**config.mk**
```make
export PLATFORM = sky130hd
export DESIGN_NAME = cartridge_bank_mapper_unit
export DESIGN_NICKNAME = d
export VERILOG_FILES = /design/src/sv/cbm_pkg.sv /design/src/sv/cbm_decode.sv /design/src/sv/cartridge_bank_mapper_unit.sv
export SDC_FILE = /design/constraint.sdc
export NUM_CORES = 1
export LEC_CHECK = 0
export BUFFER_PORTS_ARGS = -buffer_cell sky130_fd_sc_hd__buf_4
export CAP_MARGIN = 20
export CELL_PAD_IN_SITES_DETAIL_PLACEMENT = 0
export CELL_PAD_IN_SITES_GLOBAL_PLACEMENT = 1
export CORE_ASPECT_RATIO = 1.4
export CORE_UTILIZATION = 45
export DETAILED_ROUTE_END_ITERATION = 6
export PLACE_DENSITY = 0.87
export SKIP_LAST_GASP = 1
export SLEW_MARGIN = 20
export SYNTH_ARGS = -nofsm -noshare
export SYNTH_HDL_FRONTEND = slang
export SYNTH_SLANG_ARGS = --single-unit
export TNS_END_PERCENT = 5
```
**constraint.sdc**
```tcl
create_clock -name clk -period 6.9 [get_ports clk]
set_clock_uncertainty 0.15 [all_clocks]
set_input_delay 2.07 -clock clk [delete_from_list [all_inputs] [get_ports clk]]
set_output_delay 2.07 -clock clk [all_outputs]
set_load 0.005 [all_outputs]
```
**src/sv/cbm_pkg.sv**
```systemverilog
// Cartridge bank mapper package: command and target codes, register
// addresses, bank-state and result structs. No dependencies.
package cbm_pkg;

  localparam logic [1:0] CMD_WRITE = 2'd0;
  localparam logic [1:0] CMD_READ  = 2'd1;
  localparam logic [1:0] CMD_PPU   = 2'd2;

  localparam logic [2:0] TGT_NONE     = 3'd0;
  localparam logic [2:0] TGT_PROGRAM  = 3'd1;
  localparam logic [2:0] TGT_WORK     = 3'd2;
  localparam logic [2:0] TGT_CHAR     = 3'd3;
  localparam logic [2:0] TGT_REGISTER = 3'd4;

  localparam logic [15:0] CHR_REG_LO = 16'h7EF0;
  localparam logic [15:0] CHR_REG_HI = 16'h7EF5;
  localparam logic [15:0] CTRL_REG   = 16'h7EF6;
  localparam logic [15:0] PRG_REG_LO = 16'h7EFA;
  localparam logic [15:0] PRG_REG_HI = 16'h7EFC;
  localparam logic [15:0] WRAM_LO    = 16'h6000;
  localparam logic [15:0] WRAM_HI    = 16'h7FFF;
  localparam logic [15:0] PPU_END    = 16'h2000;

  localparam logic [5:0] FIXED_BANK = 6'd63;
  localparam logic [1:0] LAST_WIN   = 2'd3;

  typedef struct packed {
    logic [1:0]      ctrl;
    logic [5:0][7:0] chr;
    logic [2:0][5:0] prg;
  } bank_state_t;

  typedef struct packed {
    logic [2:0]  target;
    logic [18:0] addr;
    logic        mirroring;
  } result_t;

endpackage

```
**src/sv/cbm_decode.sv**
```systemverilog
// Single-pass decode of one bus access: register loads, work memory,
// program and character window translation. Depends on cbm_pkg.
module cbm_decode (
  input  logic [1:0]          command,
  input  logic [15:0]         bus_address,
  input  logic [7:0]          write_data,
  input  cbm_pkg::bank_state_t cur,
  output cbm_pkg::bank_state_t nxt,
  output cbm_pkg::result_t    res
);

  logic [1:0]  prg_idx;
  logic [1:0]  win;
  logic [5:0]  prg_bank;
  logic [2:0]  chr_1k_idx;
  logic [18:0] prg_addr;
  logic [18:0] chr_addr;
  logic [18:0] wram_addr;

  // register block offset: 0x7EFA..0x7EFC -> 0..2 from the low two bits
  assign prg_idx    = 2'(bus_address[1:0] - 2'd2);
  assign win        = bus_address[14:13];
  assign prg_bank   = (win == cbm_pkg::LAST_WIN) ? cbm_pkg::FIXED_BANK : cur.prg[win];
  assign prg_addr   = {prg_bank, bus_address[12:0]};
  assign wram_addr  = {6'd0, bus_address[12:0]};
  assign chr_1k_idx = 3'(3'd2 + {1'b0, bus_address[11:10]});

  always_comb begin
    if ((bus_address[12] ^ cur.ctrl[1]) == 1'b0) begin
      chr_addr = {1'b0, cur.chr[{2'd0, bus_address[11]}][7:1], bus_address[10:0]};
    end else begin
      chr_addr = {1'b0, cur.chr[chr_1k_idx], bus_address[9:0]};
    end
  end

  always_comb begin
    nxt        = cur;
    res.target = cbm_pkg::TGT_NONE;
    res.addr   = '0;
    case (command)
      cbm_pkg::CMD_WRITE: begin
        if (bus_address inside {[cbm_pkg::CHR_REG_LO:cbm_pkg::CHR_REG_HI]}) begin
          nxt.chr[bus_address[2:0]] = write_data;
          res.target = cbm_pkg::TGT_REGISTER;
        end else if (bus_address == cbm_pkg::CTRL_REG) begin
          nxt.ctrl = write_data[1:0];
          res.target = cbm_pkg::TGT_REGISTER;
        end else if (bus_address inside {[cbm_pkg::PRG_REG_LO:cbm_pkg::PRG_REG_HI]}) begin
          nxt.prg[prg_idx] = write_data[7:2];
          res.target = cbm_pkg::TGT_REGISTER;
        end else if (bus_address inside {[cbm_pkg::CTRL_REG + 16'd1:
                                          cbm_pkg::PRG_REG_LO - 16'd1]}) begin
          // unused holes in the register block: no effect
          res.target = cbm_pkg::TGT_NONE;
        end else if (bus_address inside {[cbm_pkg::WRAM_LO:cbm_pkg::WRAM_HI]}) begin
          res.target = cbm_pkg::TGT_WORK;
          res.addr   = wram_addr;
        end
      end
      cbm_pkg::CMD_READ: begin
        if (bus_address[15]) begin
          res.target = cbm_pkg::TGT_PROGRAM;
          res.addr   = prg_addr;
        end else if (bus_address >= cbm_pkg::WRAM_LO) begin
          res.target = cbm_pkg::TGT_WORK;
          res.addr   = wram_addr;
        end
      end
      cbm_pkg::CMD_PPU: begin
        if (bus_address < cbm_pkg::PPU_END) begin
          res.target = cbm_pkg::TGT_CHAR;
          res.addr   = chr_addr;
        end
      end
      default: begin
        res.target = cbm_pkg::TGT_NONE;
      end
    endcase
    // mirroring reflects any control update made by this access
    res.mirroring = nxt.ctrl[0];
  end

endmodule

```
**src/sv/cartridge_bank_mapper_unit.sv**
```systemverilog
// Cartridge bank mapper top level: request register, decode, bank state
// and result register. Depends on cbm_pkg and cbm_decode.
//
// Usage:
//   Request channel (req_valid / req_stall) carries command, bus_address
//   and write_data. Result channel (rsp_valid / rsp_stall) carries target,
//   mapped_address and mirroring, one result per request, in order.
//   A transfer happens on a rising edge with valid high and stall low.
//   Path: an accepted request goes into the request register and its
//   result into the result register; the decode between them is a
//   single combinational pass.
//   Throughput: one request per cycle, sustained, while the receiver
//   takes results; set by the two-register pipeline, not by any loop.
//   Bank registers are updated as a request passes the decode stage, so
//   later requests see the new banks.
//   Reset (rst, synchronous): pipeline empty, control bits zero,
//   character banks zero, program banks 0, 1, 2.
//   Receiver stall: the result register holds; one more request may sit
//   in the request register, after which req_stall rises.
module cartridge_bank_mapper_unit (
  input  logic        clk,
  input  logic        rst,
  input  logic        req_valid,
  output logic        req_stall,
  input  logic [1:0]  command,
  input  logic [15:0] bus_address,
  input  logic [7:0]  write_data,
  output logic        rsp_valid,
  input  logic        rsp_stall,
  output logic [2:0]  target,
  output logic [18:0] mapped_address,
  output logic        mirroring
);

  logic                 s1_valid;
  logic [1:0]           s1_cmd;
  logic [15:0]          s1_addr;
  logic [7:0]           s1_data;
  cbm_pkg::bank_state_t banks;
  cbm_pkg::bank_state_t banks_next;
  cbm_pkg::result_t     res;
  logic                 out_free;
  logic                 s1_move;

  assign out_free  = !rsp_valid || !rsp_stall;
  assign s1_move   = s1_valid && out_free;
  assign req_stall = s1_valid && !out_free;

  cbm_decode u_decode (
    .command     (s1_cmd),
    .bus_address (s1_addr),
    .write_data  (s1_data),
    .cur         (banks),
    .nxt         (banks_next),
    .res         (res)
  );

  always_ff @(posedge clk) begin
    if (rst) begin
      s1_valid  <= 1'b0;
      rsp_valid <= 1'b0;
      banks.ctrl <= 2'd0;
      banks.chr  <= '0;
      banks.prg  <= {6'd2, 6'd1, 6'd0};
    end else begin
      if (!req_stall) begin
        s1_valid <= req_valid;
      end
      if (out_free) begin
        rsp_valid <= s1_valid;
      end
      if (s1_move) begin
        banks <= banks_next;
      end
    end
  end

  always_ff @(posedge clk) begin
    if (req_valid && !req_stall) begin
      s1_cmd  <= command;
      s1_addr <= bus_address;
      s1_data <= write_data;
    end
    if (s1_move) begin
      target         <= res.target;
      mapped_address <= res.addr;
      mirroring      <= res.mirroring;
    end
  end

  a_reg_no_addr: assert property (@(posedge clk) disable iff (rst)
    rsp_valid && target == cbm_pkg::TGT_REGISTER |-> mapped_address == 19'd0)
    else $error("register transfer carries a nonzero address");

  a_chr_range: assert property (@(posedge clk) disable iff (rst)
    rsp_valid && target == cbm_pkg::TGT_CHAR |-> mapped_address[18] == 1'b0)
    else $error("character address beyond 256K");

  a_wram_range: assert property (@(posedge clk) disable iff (rst)
    rsp_valid && target == cbm_pkg::TGT_WORK |-> mapped_address[18:13] == 6'd0)
    else $error("work memory address beyond 8K");

  a_mirror_ctrl: assert property (@(posedge clk) disable iff (rst)
    rsp_valid && $past(s1_move) |-> mirroring == banks.ctrl[0])
    else $error("mirroring out of step with control register");

  // first edge after reset is released
  a_prg_reset: assert property (@(posedge clk)
    $past(rst) && !rst |-> banks.prg[1] == 6'd1 && banks.prg[2] == 6'd2 && !rsp_valid)
    else $error("program banks not at reset values");

endmodule

```
* After elaboration in Yosys (flattened, before gate mapping)
Cells that the tools add are included.
** Storage, ports and cells
- Output and inout bits :: 25
- Register bits :: 119
- Logic and storage cells :: 97
** Operators by class
- Multiplexer cells :: 35
- Bitwise logic cells :: 3
- $add $sub $neg :: 2
- Reductions and logical operators :: 18
- Order comparisons :: 16
- Equal/unequal tests :: 4
** Operators by type and width (number)
- $mux W21 :: 4
- $mux W19 :: 4
- $mux W18 :: 4
- $mux W67 :: 1
- $ge A16 B15 Y1 const B :: 4
- $le A16 B15 Y1 const B :: 4
- $pmux W19 S3 :: 1
- $bwmux W48 :: 1
- $mux W48 :: 1
- $mux W8 :: 4
- $bmux W8 S3 :: 1
- $demux W8 S3 :: 1
- $bwmux W18 :: 1
- $mux W6 :: 3
- $eq A16 B15 Y1 const B :: 1
- $lt A16 B14 Y1 const B :: 1
- $bmux W6 S2 :: 1
- $demux W6 S2 :: 1
- $mux W3 :: 4
- $logic_and A1 B1 Y1 :: 9
- $pmux W3 S3 :: 1
- $lt A3 B4 Y1 const B :: 2
- $lt A2 B3 Y1 const B :: 2
- $reduce_and A5 Y1 :: 1
- other kinds (15) :: 21

* Logic depth before layout (Yosys ltp)
- Word-level depth :: 10
- Gate-level depth with buffers :: 7

* Modules after synthesis
From an unflattened synthesis, not the netlist that was laid out.
** Second synthesis, totals
- Cell total of the unflattened synthesis :: 551
- Area, all modules :: 6383.6 um^2
** By module, submodules not included
- cartridge_bank_mapper_unit :: cells an instance 354, seq. area each 2872.8 um^2, times used 1, area each 4569.4 um^2
- cbm_decode :: cells an instance 197, seq. area each 0.0 um^2, times used 1, area each 1814.2 um^2

* Least setup slack after synthesis
No wires, ideal clock.
- Path type :: input port to flip-flop
- From :: in rsp_stall
- To :: reg (tool-made name)
- Data arrival time :: 4.692 ns
- Stages :: 5
- Data required time :: 6.622 ns
- Buffers on the path :: 0
- Setup time :: 0.128 ns
- Path slack :: 1.931 ns
- Cell sequence :: a21boi_1 nand2_2 nor4_4 mux2i_1 nor2_1
** RTL lines
- start: declaration :: RTL line cartridge_bank_mapper_unit.sv:29 : input logic rsp_stall,

* Worst setup path after layout
- From :: in rsp_stall
- To :: out req_stall
** On the way
- Word-level cells in the longest chain between the ends :: 4
** Ends and longest elaborated chain
- $logic_not A1 Y1 :: RTL line cartridge_bank_mapper_unit.sv:45 : assign out_free = !rsp_valid || !rsp_stall;
- $logic_or A1 B1 Y1 :: RTL line cartridge_bank_mapper_unit.sv:45
- $logic_not A1 Y1 :: RTL line cartridge_bank_mapper_unit.sv:47 : assign req_stall = s1_valid && !out_free;
- $logic_and A1 B1 Y1 :: RTL line cartridge_bank_mapper_unit.sv:47
- end: declaration :: RTL line cartridge_bank_mapper_unit.sv:24 : output logic req_stall,
Every way passes these cells.

==> impl_metrics.yaml <==
global_route:
  grt_pass1_wl_um: 18000
  grt_max_degree: 79
  grt_use_total_pct: 20.0
  grt_overflow_total: 0
  antenna_found_initial: 0
  grt_pass1_vias: 3604
clocking:
  clockBufferDepth: 2
  clkSlewWorstSetupHoldPaths_ns: 0.06
  hold_buffers: 0
  post-cts-setup-buffer-count: 0
  cts_root_buffer: "clkbuf_16"
  insertion_delay_ns: 0.41
  cts_made_buffers: 17
  clock_sinks: 117
  cts_tree: "yes"
  h-tree-depth: 4
  ctsResizeCount: 0
floorplanning:
  core_um2: 11300
  rows: 46
  start_util_pct: 46.2
  num_io_pins: 55
  die_w_um: 93.0
  die_h_um: 129
  dieArea_um2: 12000
sta:
  setup_ws_ns: 2.14
  worst_pin_slew_ns: 0.976
  finalSetupTns_ns: 0
  slew_violations: 0
  hold_ws_ns: 0.327
  rsz0062_at_grt: "no"
  fmax_ghz: 0.210
  relSlewSlack_pct: 34.9
  hold_viol_final: 0
  period_share_pct: 69.0
  final-setup-viol-count: 0
  post-route-min-period_ns: 4.76
layout:
  syn_to_final_growth_pct: 22.3
  stdcell_count: 644
  diodes: 0
  regArea_um2: 2830
  final_common_cell: "mux2i_1"
  nets: 517
  layout_common_cells: "mux2i_1, dfxtp_1, nor2_1, buf_4, edfxtp_1"
  n_fill_cell: 964
  drive_gt1_share_pct: 23.4
  fin_util_pct: 56.5
  multi_input_area_um2: 2260
job:
  cap_viol_max_count: 0
critical_path:
  required_ns: 4.68
  r2r-start: "s1_addr[11]"
  startpoint_type: "input pin"
  r2r_cells: 5
  critical_path.endpoint_type: "output port"
  cp_max_fo: 3
  crit_start: "rsp_stall"
  crit_type: "in2out"
  cp.arrival_ns: 2.54
  reg2reg_slack_ns: 3.63
  cp-endpoint: "req_stall"
route:
  drt-pass1-iter-count: 4
  vias: 3502
  routed_wl_um: 11100
  drt_iter0_markers: 193
  drc: 0
  vias_per_cell: 5.44
  postRouteAntennaNets: 0
  wl_per_cell_um: 17.2
place:
  io_buffers: 54
  gp_congestion: 0.835
  dp_cells: 612
  hpwlAfterDp_um: 7320
  place_ws_ns: 2.14
synth:
  synth-seq-area-share_pct: 54.3
  ys_types: 56
  synth_area_um2: 5220
  synth_nets: 463
  ys_warn_count: 0
  async_reset_ff_share_pct: 0
  synth_edf_count: 49
  synth-seq-cells: 117
  avgSynthCellArea_um2: 12.0
  syn_inst: 433
  ys.flop_type: "dfxtp_1"
power_and_ir_drop:
  switching_share_pct: 21.4
  p_leak_nw: 2.48
  p_switching_w: 0.000388
  power_density_nw_per_um2: 284
  irDropWorstVdd_mv: 0.177
  comb_power_share_pct: 4.5
  seqPwrFrac_pct: 42.1
  p_int_w: 0.00143
  power_frac_clock_pct: 53.3
worst_hold_path:
  min_path_type: "reg2reg"
  holdPathStages: 2
status:
  status: "complete, no violations"
==> worst min path at each step <==
stage | start | end | slack (ns)
6_report | flip-flop | flip-flop | 0.33
5_1_grt | flip-flop | flip-flop | 0.35
4_1_cts | flip-flop | flip-flop | 0.33
3_5_place_dp | flip-flop | flip-flop | 0.32
3_3_place_gp | flip-flop | flip-flop | 0.31
2_1_floorplan | s1_valid | rsp_valid | 0.29
==> cells in the mapped netlist, drive strengths merged, types with 7 or more instances <==
| cell | count | area [um^2] |
|---|---|---|
| mux2i | 74 | 741 |
| dfxtp | 68 | 1360 |
| nor2 | 57 | 214 |
| edfxtp | 49 | 1470 |
| nand2b | 37 | 231 |
| clkbuf | 17 | 63.8 |
| a21oi | 11 | 55.1 |
| and2 | 10 | 62.6 |
| mux2 | 8 | 90.1 |
| o21ai | 8 | 40.0 |
| mux4 | 7 | 176 |
| nand2 | 7 | 28.8 |
==> cells by family after synthesis <==
logic type	share of synthesized area [%]
and+or+nand+nor	16.1
DFF	54.3
AOI/OAI and AO/OA	7.56
muxes	19.3
xor gates and xnor gates	0.336
buffers and inverters	2.42
==> cell type report <==
cell class                      instances  area share (%)
Clock buffer                           17            6.67
Tap cell                              144            2.83
Multi-Input combinational cell        288            35.5
Inverter                                6           0.353
Timing Repair Buffer                   57            6.71
Clock inverter                         15            3.53
Sequential cell                       117            44.4
==> critical path: stages <==
cell    delay, ns
buf_4        0.12
and3_1       0.21
buf_4        0.14
==> through the flow <==
| stage | instance area, um^2 | total power, W |
|---|---|---|
| global placement | 5730 | 0.000859 |
| CTS | 6380 | 0.00182 |
| global route | 6380 | 0.00186 |
| detailed placement | 5730 | 0.000860 |
| floorplan | 5220 | 0.000820 |
| finish | 6380 | 0.00181 |
==> power groups by stage <==
stage	registers (W)	logic (W)	clock network, W
floorplan	0.000766	0.0000543	0
global placement	0.000778	0.0000810	0
detailed placement	0.000778	0.0000822	0
CTS	0.000764	0.0000828	0.000976
global route	0.000767	0.0000888	0.00101
finish	0.000764	0.0000822	0.000967
==> layer usage <==
layer  track usage [%]  vias up  wire (um)
li1                  -     1696          -
met1              22.2     1703       4560
met2              34.9       85       5960
met3              5.81       18        357
met4              10.1        0        232
met5                 0        -          0
(Power assumes the default switching activity.)
